## config.mk

```make
export PLATFORM = sky130hd
export DESIGN_NAME = hid_report_led_field_locator
export DESIGN_NICKNAME = d
export VERILOG_FILES = /design/src/rtl/hrlf_pkg.sv /design/src/rtl/hrlf_front.sv /design/src/rtl/hrlf_queue.sv /design/src/rtl/hrlf_exec.sv /design/src/rtl/hrlf_track.sv /design/src/rtl/hid_report_led_field_locator.sv
export SDC_FILE = /design/constraint.sdc
export NUM_CORES = 2
export LEC_CHECK = 0
export ABC_AREA = 1
export BUFFER_PORTS_ARGS = -buffer_cell sky130_fd_sc_hd__clkbuf_2
export CORE_UTILIZATION = 50
export DETAILED_ROUTE_END_ITERATION = 16
export GPL_ROUTABILITY_DRIVEN = 0
export PLACE_DENSITY = 0.69
export SYNTH_ARGS = -nofsm -noshare
export SYNTH_HDL_FRONTEND = slang
export SYNTH_SLANG_ARGS = --single-unit
```

## constraint.sdc

```tcl
create_clock -name clk -period 21.5 [get_ports clk]
set_input_delay 0 -clock clk [delete_from_list [all_inputs] [get_ports clk]]
set_output_delay 0 -clock clk [all_outputs]
set_load 0.01 [all_outputs]
```

## src/rtl/hrlf_pkg.sv

```systemverilog
// Shared types and constants for the HID report LED field locator.
`default_nettype none
package hrlf_pkg;

  localparam int USAGE_SLOTS_DEF = 4;

  // Prefix byte that opens a long item
  localparam logic [7:0] LONG_PREFIX = 8'hFE;

  // Item types (prefix bits 3:2)
  localparam logic [1:0] TYPE_MAIN   = 2'd0;
  localparam logic [1:0] TYPE_GLOBAL = 2'd1;
  localparam logic [1:0] TYPE_LOCAL  = 2'd2;

  // Item tags (prefix bits 7:4)
  localparam logic [3:0] TAG_PAGE   = 4'h0;
  localparam logic [3:0] TAG_SIZE   = 4'h7;
  localparam logic [3:0] TAG_ID     = 4'h8;
  localparam logic [3:0] TAG_COUNT  = 4'h9;
  localparam logic [3:0] TAG_USAGE  = 4'h0;
  localparam logic [3:0] TAG_UMIN   = 4'h1;
  localparam logic [3:0] TAG_UMAX   = 4'h2;
  localparam logic [3:0] TAG_OUTPUT = 4'h9;

  localparam logic [15:0] PAGE_LED = 16'h0008;
  localparam logic [7:0]  ID_BASE_BITS = 8'd8;
  localparam logic [64:0] LED_BIT_LIMIT = 65'd64;

  // Commands from the item executor to the offset tracker
  localparam logic [1:0] CMD_NONE   = 2'd0;
  localparam logic [1:0] CMD_SET_ID = 2'd1;
  localparam logic [1:0] CMD_OUTPUT = 2'd2;

  // One assembled item (or a bare end-of-descriptor mark)
  typedef struct packed {
    logic        item;
    logic        last;
    logic [7:0]  prefix;
    logic [31:0] value;
  } evt_t;

  typedef struct packed {
    logic [1:0]  kind;
    logic        last;
    logic        led;
    logic [7:0]  id;
    logic [63:0] bits;
  } cmd_t;

endpackage
`default_nettype wire

```

## src/rtl/hrlf_front.sv

```systemverilog
// Byte front end: assembles short items, skips long items.
`default_nettype none
module hrlf_front (
  input  wire logic             clk,
  input  wire logic             rst_n,
  input  wire logic             in_valid,
  output logic                  in_ready,
  input  wire logic [7:0]       in_byte,
  input  wire logic             in_last,
  output logic                  evt_valid,
  input  wire logic             evt_ready,
  output hrlf_pkg::evt_t        evt
);

  localparam logic [2:0] PH_PREFIX = 3'd0;
  localparam logic [2:0] PH_SHORT  = 3'd1;
  localparam logic [2:0] PH_LSIZE  = 3'd2;
  localparam logic [2:0] PH_LTAG   = 3'd3;
  localparam logic [2:0] PH_LDATA  = 3'd4;

  logic [2:0]  phase_r, phase_nxt;
  logic [7:0]  prefix_r, prefix_nxt;
  logic [7:0]  left_r, left_nxt;
  logic [31:0] value_r, value_nxt;
  logic [1:0]  idx_r, idx_nxt;
  logic        accept;
  logic        done;
  logic [31:0] merged;

  assign in_ready = evt_ready;
  assign accept   = in_valid && in_ready;
  assign merged   = value_r | ({24'd0, in_byte} << {idx_r, 3'b000});

  always_comb begin
    phase_nxt  = phase_r;
    prefix_nxt = prefix_r;
    left_nxt   = left_r;
    value_nxt  = value_r;
    idx_nxt    = idx_r;
    done       = 1'b0;
    evt.prefix = prefix_r;
    evt.value  = merged;
    if (accept) begin
      unique case (phase_r)
        PH_PREFIX: begin
          if (in_byte == hrlf_pkg::LONG_PREFIX) begin
            phase_nxt = PH_LSIZE;
          end else begin
            prefix_nxt = in_byte;
            value_nxt  = '0;
            idx_nxt    = '0;
            left_nxt   = (in_byte[1:0] == 2'd3) ? 8'd4 : {6'd0, in_byte[1:0]};
            evt.prefix = in_byte;
            evt.value  = '0;
            if (in_byte[1:0] == 2'd0) begin
              done = 1'b1;
            end else begin
              phase_nxt = PH_SHORT;
            end
          end
        end
        PH_SHORT: begin
          value_nxt = merged;
          idx_nxt   = idx_r + 2'd1;
          left_nxt  = left_r - 8'd1;
          if (left_r == 8'd1) begin
            done      = 1'b1;
            phase_nxt = PH_PREFIX;
          end
        end
        PH_LSIZE: begin
          left_nxt  = in_byte;
          phase_nxt = PH_LTAG;
        end
        PH_LTAG: begin
          phase_nxt = (left_r == 8'd0) ? PH_PREFIX : PH_LDATA;
        end
        default: begin
          // Long item data: count down, return to prefix at zero
          if (left_r != 8'd0) begin
            left_nxt = left_r - 8'd1;
          end
          if (left_r <= 8'd1) begin
            phase_nxt = PH_PREFIX;
          end
        end
      endcase
      if (in_last) begin
        // Drop any partial item and restart
        phase_nxt  = PH_PREFIX;
        prefix_nxt = '0;
        left_nxt   = '0;
        value_nxt  = '0;
        idx_nxt    = '0;
      end
    end
    evt.item  = done;
    evt.last  = in_last;
    evt_valid = accept && (done || in_last);
  end

  always_ff @(posedge clk) begin
    if (!rst_n) begin
      phase_r  <= PH_PREFIX;
      prefix_r <= '0;
      left_r   <= '0;
      value_r  <= '0;
      idx_r    <= '0;
    end else begin
      phase_r  <= phase_nxt;
      prefix_r <= prefix_nxt;
      left_r   <= left_nxt;
      value_r  <= value_nxt;
      idx_r    <= idx_nxt;
    end
  end

endmodule
`default_nettype wire

```

## src/rtl/hrlf_queue.sv

```systemverilog
// Two-entry item queue between the front end and the executor.
`default_nettype none
module hrlf_queue (
  input  wire logic           clk,
  input  wire logic           rst_n,
  input  wire logic           push_valid,
  output logic                push_ready,
  input  wire hrlf_pkg::evt_t push_evt,
  output logic                pop_valid,
  input  wire logic           pop_ready,
  output hrlf_pkg::evt_t      pop_evt
);

  hrlf_pkg::evt_t mem_r [2];
  logic           wr_ptr_r, rd_ptr_r;
  logic [1:0]     count_r;
  logic           do_push, do_pop;

  assign push_ready = (count_r != 2'd2);
  assign pop_valid  = (count_r != 2'd0);
  assign pop_evt    = mem_r[rd_ptr_r];
  assign do_push    = push_valid && push_ready;
  assign do_pop     = pop_valid && pop_ready;

  always_ff @(posedge clk) begin
    if (do_push) begin
      mem_r[wr_ptr_r] <= push_evt;
    end
  end

  always_ff @(posedge clk) begin
    if (!rst_n) begin
      wr_ptr_r <= 1'b0;
      rd_ptr_r <= 1'b0;
      count_r  <= '0;
    end else begin
      if (do_push) begin
        wr_ptr_r <= !wr_ptr_r;
      end
      if (do_pop) begin
        rd_ptr_r <= !rd_ptr_r;
      end
      if (do_push && !do_pop) begin
        count_r <= count_r + 2'd1;
      end else if (do_pop && !do_push) begin
        count_r <= count_r - 2'd1;
      end
    end
  end

endmodule
`default_nettype wire

```

## src/rtl/hrlf_exec.sv

```systemverilog
// Item executor: global and local item state, Output field classification.
`default_nettype none
module hrlf_exec #(
  parameter int USAGE_SLOTS = hrlf_pkg::USAGE_SLOTS_DEF,
  localparam int FW = $clog2(USAGE_SLOTS + 1),
  localparam int DW = $clog2(USAGE_SLOTS)
) (
  input  wire logic           clk,
  input  wire logic           rst_n,
  input  wire logic           evt_valid,
  output logic                evt_ready,
  input  wire hrlf_pkg::evt_t evt,
  output logic                cmd_valid,
  input  wire logic           cmd_ready,
  output hrlf_pkg::cmd_t      cmd,
  output logic [DW-1:0]       cmd_delta
);

  logic [15:0] page_r, page_nxt;
  logic [31:0] size_r, size_nxt;
  logic [31:0] count_r, count_nxt;
  logic [7:0]  id_r, id_nxt;
  logic [15:0] ulist_r [USAGE_SLOTS];
  logic [15:0] ulist_nxt [USAGE_SLOTS];
  logic [FW-1:0] fill_r, fill_nxt;
  logic [15:0] ulow_r, ulow_nxt;
  logic [15:0] uhigh_r, uhigh_nxt;
  logic        low_seen_r, low_seen_nxt;
  logic        high_seen_r, high_seen_nxt;

  hrlf_pkg::cmd_t cmd_r, cmd_nxt;
  logic           cmd_v_r, cmd_v_nxt;
  logic [DW-1:0]  delta_r, delta_nxt;

  logic          take;
  logic [1:0]    ityp;
  logic [3:0]    itag;
  logic [31:0]   v;
  logic          led_base, range_ok, run_hit, led;
  logic [DW-1:0] run_k;

  assign evt_ready = !cmd_v_r || cmd_ready;
  assign take      = evt_valid && evt_ready;
  assign ityp      = evt.prefix[3:2];
  assign itag      = evt.prefix[7:4];
  assign v         = evt.value;
  assign cmd_valid = cmd_v_r;
  assign cmd       = cmd_r;
  assign cmd_delta = delta_r;

  // Classify the field an Output item would describe
  always_comb begin
    led_base = (page_r == hrlf_pkg::PAGE_LED) && (size_r == 32'd1) && (count_r >= 32'd3);
    range_ok = low_seen_r && high_seen_r && (ulow_r <= 16'd1) && (uhigh_r >= 16'd3);
    run_hit  = 1'b0;
    run_k    = '0;
    // Search downward so the lowest matching start wins
    for (int k = USAGE_SLOTS - 3; k >= 0; k--) begin
      if ((FW'(k + 2) < fill_r) && (ulist_r[k] == 16'd1) &&
          (ulist_r[k + 1] == 16'd2) && (ulist_r[k + 2] == 16'd3)) begin
        run_hit = 1'b1;
        run_k   = DW'(k);
      end
    end
    led = led_base && (range_ok || run_hit);
  end

  always_comb begin
    page_nxt      = page_r;
    size_nxt      = size_r;
    count_nxt     = count_r;
    id_nxt        = id_r;
    ulist_nxt     = ulist_r;
    fill_nxt      = fill_r;
    ulow_nxt      = ulow_r;
    uhigh_nxt     = uhigh_r;
    low_seen_nxt  = low_seen_r;
    high_seen_nxt = high_seen_r;
    cmd_nxt       = cmd_r;
    delta_nxt     = delta_r;
    cmd_v_nxt     = cmd_v_r && !cmd_ready;
    if (take) begin
      cmd_v_nxt    = 1'b1;
      cmd_nxt.kind = hrlf_pkg::CMD_NONE;
      cmd_nxt.last = evt.last;
      cmd_nxt.led  = led;
      cmd_nxt.id   = id_r;
      cmd_nxt.bits = size_r * count_r;
      delta_nxt    = range_ok ? ((ulow_r == 16'd0) ? DW'(1) : DW'(0)) : run_k;
      if (evt.item) begin
        unique case (ityp)
          hrlf_pkg::TYPE_GLOBAL: begin
            case (itag)
              hrlf_pkg::TAG_PAGE:  page_nxt  = v[15:0];
              hrlf_pkg::TAG_SIZE:  size_nxt  = v;
              hrlf_pkg::TAG_COUNT: count_nxt = v;
              hrlf_pkg::TAG_ID: begin
                id_nxt       = v[7:0];
                cmd_nxt.kind = hrlf_pkg::CMD_SET_ID;
                cmd_nxt.id   = v[7:0];
              end
              default: ;
            endcase
          end
          hrlf_pkg::TYPE_LOCAL: begin
            case (itag)
              hrlf_pkg::TAG_USAGE: begin
                // Ignore further usages once the list is full
                if (fill_r < FW'(USAGE_SLOTS)) begin
                  for (int i = 0; i < USAGE_SLOTS; i++) begin
                    if (FW'(i) == fill_r) begin
                      ulist_nxt[i] = v[15:0];
                    end
                  end
                  fill_nxt = fill_r + FW'(1);
                end
              end
              hrlf_pkg::TAG_UMIN: begin
                ulow_nxt     = v[15:0];
                low_seen_nxt = 1'b1;
              end
              hrlf_pkg::TAG_UMAX: begin
                uhigh_nxt     = v[15:0];
                high_seen_nxt = 1'b1;
              end
              default: ;
            endcase
          end
          hrlf_pkg::TYPE_MAIN: begin
            if (itag == hrlf_pkg::TAG_OUTPUT) begin
              cmd_nxt.kind = hrlf_pkg::CMD_OUTPUT;
            end
            for (int i = 0; i < USAGE_SLOTS; i++) begin
              ulist_nxt[i] = '0;
            end
            fill_nxt      = '0;
            low_seen_nxt  = 1'b0;
            high_seen_nxt = 1'b0;
          end
          default: ;
        endcase
      end
      if (evt.last) begin
        page_nxt  = '0;
        size_nxt  = '0;
        count_nxt = '0;
        id_nxt    = '0;
        for (int i = 0; i < USAGE_SLOTS; i++) begin
          ulist_nxt[i] = '0;
        end
        fill_nxt      = '0;
        ulow_nxt      = '0;
        uhigh_nxt     = '0;
        low_seen_nxt  = 1'b0;
        high_seen_nxt = 1'b0;
      end
    end
  end

  always_ff @(posedge clk) begin
    cmd_r   <= cmd_nxt;
    delta_r <= delta_nxt;
  end

  always_ff @(posedge clk) begin
    if (!rst_n) begin
      page_r      <= '0;
      size_r      <= '0;
      count_r     <= '0;
      id_r        <= '0;
      for (int i = 0; i < USAGE_SLOTS; i++) begin
        ulist_r[i] <= '0;
      end
      fill_r      <= '0;
      ulow_r      <= '0;
      uhigh_r     <= '0;
      low_seen_r  <= 1'b0;
      high_seen_r <= 1'b0;
      cmd_v_r     <= 1'b0;
    end else begin
      page_r      <= page_nxt;
      size_r      <= size_nxt;
      count_r     <= count_nxt;
      id_r        <= id_nxt;
      ulist_r     <= ulist_nxt;
      fill_r      <= fill_nxt;
      ulow_r      <= ulow_nxt;
      uhigh_r     <= uhigh_nxt;
      low_seen_r  <= low_seen_nxt;
      high_seen_r <= high_seen_nxt;
      cmd_v_r     <= cmd_v_nxt;
    end
  end

endmodule
`default_nettype wire

```

## src/rtl/hrlf_track.sv

```systemverilog
// Offset tracker: output bit offset, LED field record, result register.
`default_nettype none
module hrlf_track #(
  parameter int USAGE_SLOTS = hrlf_pkg::USAGE_SLOTS_DEF,
  localparam int DW = $clog2(USAGE_SLOTS)
) (
  input  wire logic           clk,
  input  wire logic           rst_n,
  input  wire logic           cmd_valid,
  output logic                cmd_ready,
  input  wire hrlf_pkg::cmd_t cmd,
  input  wire logic [DW-1:0]  cmd_delta,
  output logic                res_valid,
  input  wire logic           res_ready,
  output logic                res_supported,
  output logic [7:0]          res_id,
  output logic [3:0]          res_bytes,
  output logic [5:0]          res_bit
);

  logic [31:0] off_r, off_nxt;
  logic        found_r, found_nxt;
  logic [7:0]  lid_r, lid_nxt;
  logic [3:0]  lbytes_r, lbytes_nxt;
  logic [5:0]  lbit_r, lbit_nxt;
  logic        out_v_r, out_v_nxt;
  logic        sup_r;
  logic [7:0]  oid_r;
  logic [3:0]  obytes_r;
  logic [5:0]  obit_r;

  logic        consume;
  logic [64:0] fend;
  logic [33:0] first2;
  logic [33:0] first;
  logic        record;

  // Hold an end-of-descriptor command while the previous result waits
  assign cmd_ready = !(cmd.last && out_v_r && !res_ready);
  assign consume   = cmd_valid && cmd_ready;

  assign fend   = {33'd0, off_r} + {1'b0, cmd.bits};
  assign first  = {2'd0, off_r} + {{(34 - DW){1'b0}}, cmd_delta};
  assign first2 = first + 34'd2;
  assign record = cmd.led && !found_r && (fend <= hrlf_pkg::LED_BIT_LIMIT) &&
                  (first2 < fend[33:0]);

  always_comb begin
    off_nxt    = off_r;
    found_nxt  = found_r;
    lid_nxt    = lid_r;
    lbytes_nxt = lbytes_r;
    lbit_nxt   = lbit_r;
    out_v_nxt  = out_v_r && !res_ready;
    if (consume) begin
      unique case (cmd.kind)
        hrlf_pkg::CMD_SET_ID: begin
          off_nxt = (cmd.id != 8'd0) ? {24'd0, hrlf_pkg::ID_BASE_BITS} : 32'd0;
        end
        hrlf_pkg::CMD_OUTPUT: begin
          if (record) begin
            found_nxt  = 1'b1;
            lid_nxt    = cmd.id;
            lbytes_nxt = 4'((fend[6:0] + 7'd7) >> 3);
            lbit_nxt   = first[5:0];
          end
          // Saturate the offset at all ones
          off_nxt = (fend[64:32] != 33'd0) ? 32'hFFFF_FFFF : fend[31:0];
        end
        default: ;
      endcase
      if (cmd.last) begin
        out_v_nxt  = 1'b1;
        off_nxt    = '0;
        found_nxt  = 1'b0;
        lid_nxt    = '0;
        lbytes_nxt = '0;
        lbit_nxt   = '0;
      end
    end
  end

  always_ff @(posedge clk) begin
    if (consume && cmd.last) begin
      sup_r    <= found_nxt || (cmd.kind == hrlf_pkg::CMD_OUTPUT && record) || found_r;
      oid_r    <= (cmd.kind == hrlf_pkg::CMD_OUTPUT && record) ? cmd.id : lid_r;
      obytes_r <= (cmd.kind == hrlf_pkg::CMD_OUTPUT && record) ?
                  4'((fend[6:0] + 7'd7) >> 3) : lbytes_r;
      obit_r   <= (cmd.kind == hrlf_pkg::CMD_OUTPUT && record) ? first[5:0] : lbit_r;
    end
  end

  always_ff @(posedge clk) begin
    if (!rst_n) begin
      off_r    <= '0;
      found_r  <= 1'b0;
      lid_r    <= '0;
      lbytes_r <= '0;
      lbit_r   <= '0;
      out_v_r  <= 1'b0;
    end else begin
      off_r    <= off_nxt;
      found_r  <= found_nxt;
      lid_r    <= lid_nxt;
      lbytes_r <= lbytes_nxt;
      lbit_r   <= lbit_nxt;
      out_v_r  <= out_v_nxt;
    end
  end

  assign res_valid     = out_v_r;
  assign res_supported = sup_r;
  assign res_id        = oid_r;
  assign res_bytes     = obytes_r;
  assign res_bit       = obit_r;

endmodule
`default_nettype wire

```

## src/rtl/hid_report_led_field_locator.sv

```systemverilog
// Top level of the HID report descriptor keyboard LED field locator.
//
// Usage: stream a HID report descriptor in on the in_ channel, one byte per
// transfer in in_tdata[7:0], with in_tlast on the final byte. When that byte has
// been taken, one result item leaves on the out_ channel saying whether a
// keyboard LED output field (page 8, one-bit entries, usages 1..3, inside
// the first 64 report bits) was found, its report id, the report length in
// bytes up to the field end and the bit position of Num Lock. All fields
// are zero when no such field exists.
// Throughput: one descriptor byte per cycle while the item queue has room. The
// front end decodes a byte in the cycle it is taken; the two-entry item queue,
// the executor (one 32x32 multiply per item) and the offset tracker each move
// one item per cycle unless the tracker holds a final command for the output.
// The last byte's item passes the queue, command and result registers in turn.
// Reset: rst_n clears all parser state; a descriptor starts fresh afterward,
// and the block also clears itself after every final byte.
// Stall: while out_tready is low a finished result holds in the output
// register; bytes of the next descriptor keep flowing until its own final
// byte reaches the tracker, after which in_tready drops once the queue fills.
`default_nettype none
module hid_report_led_field_locator #(
  parameter int USAGE_SLOTS = hrlf_pkg::USAGE_SLOTS_DEF
) (
  input  wire logic        clk,
  input  wire logic        rst_n,
  input  wire logic        in_tvalid,
  output logic             in_tready,
  input  wire logic [7:0]  in_tdata,   // [7:0] data_byte
  input  wire logic        in_tlast,   // last_byte
  output logic             out_tvalid,
  input  wire logic        out_tready,
  output logic [23:0]      out_tdata   // [0] supported, [8:1] report id,
                                       // [12:9] report bytes,
                                       // [18:13] Num Lock bit, [23:19] zero
);

  localparam int DW = $clog2(USAGE_SLOTS);

  hrlf_pkg::evt_t front_evt, queue_evt;
  logic           front_valid, front_ready;
  logic           queue_valid, queue_ready;
  hrlf_pkg::cmd_t cmd;
  logic           cmd_valid, cmd_ready;
  logic [DW-1:0]  cmd_delta;
  logic           res_supported;
  logic [7:0]     res_id;
  logic [3:0]     res_bytes;
  logic [5:0]     res_bit;

  // Assemble items from bytes
  hrlf_front u_front (
    .clk       (clk),
    .rst_n     (rst_n),
    .in_valid  (in_tvalid),
    .in_ready  (in_tready),
    .in_byte   (in_tdata),
    .in_last   (in_tlast),
    .evt_valid (front_valid),
    .evt_ready (front_ready),
    .evt       (front_evt)
  );

  // Decouple byte intake from item execution
  hrlf_queue u_queue (
    .clk        (clk),
    .rst_n      (rst_n),
    .push_valid (front_valid),
    .push_ready (front_ready),
    .push_evt   (front_evt),
    .pop_valid  (queue_valid),
    .pop_ready  (queue_ready),
    .pop_evt    (queue_evt)
  );

  // Apply global and local items, classify Output fields
  hrlf_exec #(
    .USAGE_SLOTS (USAGE_SLOTS)
  ) u_exec (
    .clk       (clk),
    .rst_n     (rst_n),
    .evt_valid (queue_valid),
    .evt_ready (queue_ready),
    .evt       (queue_evt),
    .cmd_valid (cmd_valid),
    .cmd_ready (cmd_ready),
    .cmd       (cmd),
    .cmd_delta (cmd_delta)
  );

  // Advance the bit offset, record the LED field, hold the result
  hrlf_track #(
    .USAGE_SLOTS (USAGE_SLOTS)
  ) u_track (
    .clk           (clk),
    .rst_n         (rst_n),
    .cmd_valid     (cmd_valid),
    .cmd_ready     (cmd_ready),
    .cmd           (cmd),
    .cmd_delta     (cmd_delta),
    .res_valid     (out_tvalid),
    .res_ready     (out_tready),
    .res_supported (res_supported),
    .res_id        (res_id),
    .res_bytes     (res_bytes),
    .res_bit       (res_bit)
  );

  assign out_tdata = {5'd0, res_bit, res_bytes, res_id, res_supported};

endmodule
`default_nettype wire
```

==> flow_summary.ini <==
[run_status]
status = complete, no violations

[timing]
worst_pin_slew_ps = 1300
rsz0062_at_grt = no
finalClockSkew_ps = 45.4
fmax_mhz = 121
final-setup-viol-count = 0
holdWs_ps = 238
slew_headroom_pct = 12.7
fin_crit_sh_pct = 38.4
final.setup.tns_ps = 0
drv_slew = 0
final_hold_viol_count = 0
period_needed_ps = 8250

[power]
clkPwrFrac_pct = 13.6
p_switching_mw = 3.83
power_mw = 7.09
p_comb_share_pct = 65.4
power_frac_seq_pct = 21.0
netSwitchingFraction_pct = 54.0
intPower_mw = 3.26
irDropWorstVdd_mv = 0.0862
powerDensity_nw_per_um2 = 112
leakage_nw = 34.7

[yosys]
async_flop_share_pct = 0
synth-seq-cells = 474
syn-cell-area_um2 = 59900
synthCells = 7946
synth_flop_cell = dfxtp_1
synth_seq_area_share_pct = 18.8
yosys_warnings = 0
synth_edf_count = 176
avgSynthCellArea_um2 = 7.54
synth_area_leaders = fa_1 (30%), inv_1 (13%), nand2_1 (12%), dfxtp_1 (10%), edfxtp_1 (8.8%)
yosysTopAreaCellShare_pct = 30.0
post-synth-top-count-cell = inv_1
yosysTopAreaCell = fa_1
yosys-top-cells-count = inv_1 (2023), nand2_1 (1992), fa_1 (897)
ys_types = 64

[critical_path]
path_class = flip-flop to flip-flop
start_kind = flip-flop
ff2ff_path_depth = 32
arrival_ps = 8650
crit_slowest_cell = fa_1
slowest_delay_ps = 580
critPathMaxFanout = 19
required_ps = 21900
reg2reg_slack_ps = 13250
crit_path_end_kind = flip-flop

[global_route]
overflow = 0
grt_max_degree = 123
grt_pass1_vias = 49900
grt_pass1_wl_mm = 269
grt_antenna_before_repair = 1
grt_usage_pct = 28.1

[worst_hold_path]
min_path_type = primary input to flip-flop
hold_depth = 2

[drt]
drc = 0
wirelength_mm = 167
first_pass_iters = 8
drt-initial-drc-count = 4875
wl_per_cell_um = 17.8
vias_per_cell = 5.30
vias = 49900
antenna_left = 0

[clocking]
cts-resized-gates = 0
path_clk_slew_ps = 70
cts_htree_levels = 2
cts_num_sinks = 474
cts_tree = done
cts_root_buf = clkbuf_16
cts_buffers = 51
cts_setup_buffers = 0
clk_path_buf_depth = 3
worstSkewPairLatency_ps = 650

[die]
fp.dieH_um = 348
initial_core_util_pct = 50.6
row_count = 126
coreArea_um2 = 118000
die_w_um = 348
die-area_um2 = 121000
ios = 39

[flow_run]
cap_violations = 0

[finish]
drive_gt1_share_pct = 3.77
diodes = 0
area_growth_pct = 5.65
seqCellArea_um2 = 11300
instances_no_fill = 9404
fillers = 11100
multiInputGateArea_um2 = 39600
final_nets = 9010

[place]
portBuffers = 33
dp_cells = 9296
post-dp-hpwl_mm = 128
-- per-layer routing --
layer	vias to the layer above	routed length [µm]	GRT usage (%)
li1	23200	-	-
met1	24100	69700	38.7
met2	2192	74600	43.9
met3	401	15900	5.07
met4	2	7060	10.8
met5	-	13	0
-- power by group through the flow --
stage          sequential [mW]  clock, mW  combinational (mW)
3_3_place_gp              1.50          0                4.50
5_1_grt                   1.52       1.01                5.14
3_5_place_dp              1.50          0                4.56
2_1_floorplan             1.39          0                3.17
4_1_cts                   1.48      0.975                4.60
6_report                  1.49      0.962                4.64
-- kinds of logic after synthesis --
group / share of synthesized area (%)
compound gates: 6.72
xor+xnor: 1.83
fa+ha+maj: 37.0
buf+inv: 15.2
flops: 18.8
mux: 0.280
other cells: 0.00626
simple gates: 20.2
-- stage by stage --
| step | setup WS (ps) | instance area [µm²] | util [%] |
|---|---|---|---|
| final | 13250 | 63300 | 53.5 |
| after global routing | 12900 | 63300 | 53.5 |
| after CTS | 13360 | 63300 | 53.5 |
| after detailed placement | 13390 | 61400 | 51.8 |
| after global placement | 13460 | 61400 | 51.8 |
| after floorplan | 14400 | 60000 | - |
-- timing repair --
| item | CTS | global route |
|---|---|---|
| setup endpoints to repair | 0 | 0 |
| endpoints found under the hold margin | 104 | 0 |
| hold buffers | 13 | 0 |
-- final timing paths --
| path | startpoint | to |
|---|---|---|
| min | in_tlast | u_queue.mem_r[0][40]$_DFFE_PP_ |
| max reg2reg | u_exec.size_r[5]$_SDFFE_PN0P_ | u_exec.cmd[61]$_DFFE_PP_ |
| min reg2reg | u_exec.ulist_r[44]$_SDFFE_PN0P_ | u_exec.ulist_r[44]$_SDFFE_PN0P_ |
| max | u_exec.size_r[5]$_SDFFE_PN0P_ | u_exec.cmd[61]$_DFFE_PP_ |
-- flip-flops by register name, indices dropped and copies added, names as in the netlist, 16 cells and up, named ones only --
signal           cells
u_front.value_r     32
u_exec.uhigh_r      16
u_track.off_r       32
u_exec.ulow_r       16
u_exec.page_r       16
u_exec.cmd          76
u_queue.mem_r       80
u_exec.size_r       32
u_exec.ulist_r      64
u_exec.count_r      32
-- layout make-up --
class                           count  area share, %
Inverter                         2035           12.1
Clock inverter                     28          0.607
Tap cell                         1600           3.16
Clock buffer                       67           2.29
Timing Repair Buffer              134           1.51
Multi-Input combinational cell   5066           62.6
Sequential cell                   474           17.8
-- worst max-delay path, delay by kind of cell, from the launching register on --
kind,cells,cell delay [ps]
compound gates,3,1130
fa+ha+maj,9,4560
buf+inv,10,1010
flops,1,320
simple gates,10,980
-- cell usage in the layout (no fill, tap or decap), types with 9 or more instances in the layout --
| cell | instances |
|---|---|
| inv_1 | 2022 |
| nand2_1 | 1992 |
| fa_1 | 897 |
| nor2_1 | 473 |
| a21oi_1 | 346 |
| ha_1 | 338 |
| dfxtp_1 | 298 |
| o21ai_0 | 226 |
| edfxtp_1 | 176 |
| nand3_1 | 174 |
| buf_4 | 89 |
| nand4_1 | 82 |
| xor2_1 | 75 |
| nor3_1 | 73 |
| nor4_1 | 55 |
| clkbuf_16 | 52 |
| xnor2_1 | 50 |
| a31oi_1 | 39 |
| a211oi_1 | 37 |
| clkbuf_2 | 32 |
| o21bai_1 | 25 |
| nor2_2 | 19 |
| nand2_2 | 16 |
| nand3b_1 | 16 |
| o21ai_1 | 13 |
| dlygate4sd3_1 | 13 |
| nand3_2 | 11 |
| clkinv_2 | 10 |
| clkinv_1 | 10 |
| o21a_1 | 10 |
| mux2i_1 | 10 |
| clkbuf_8 | 9 |
No activity file was read; power rests on OpenSTA's default activity.
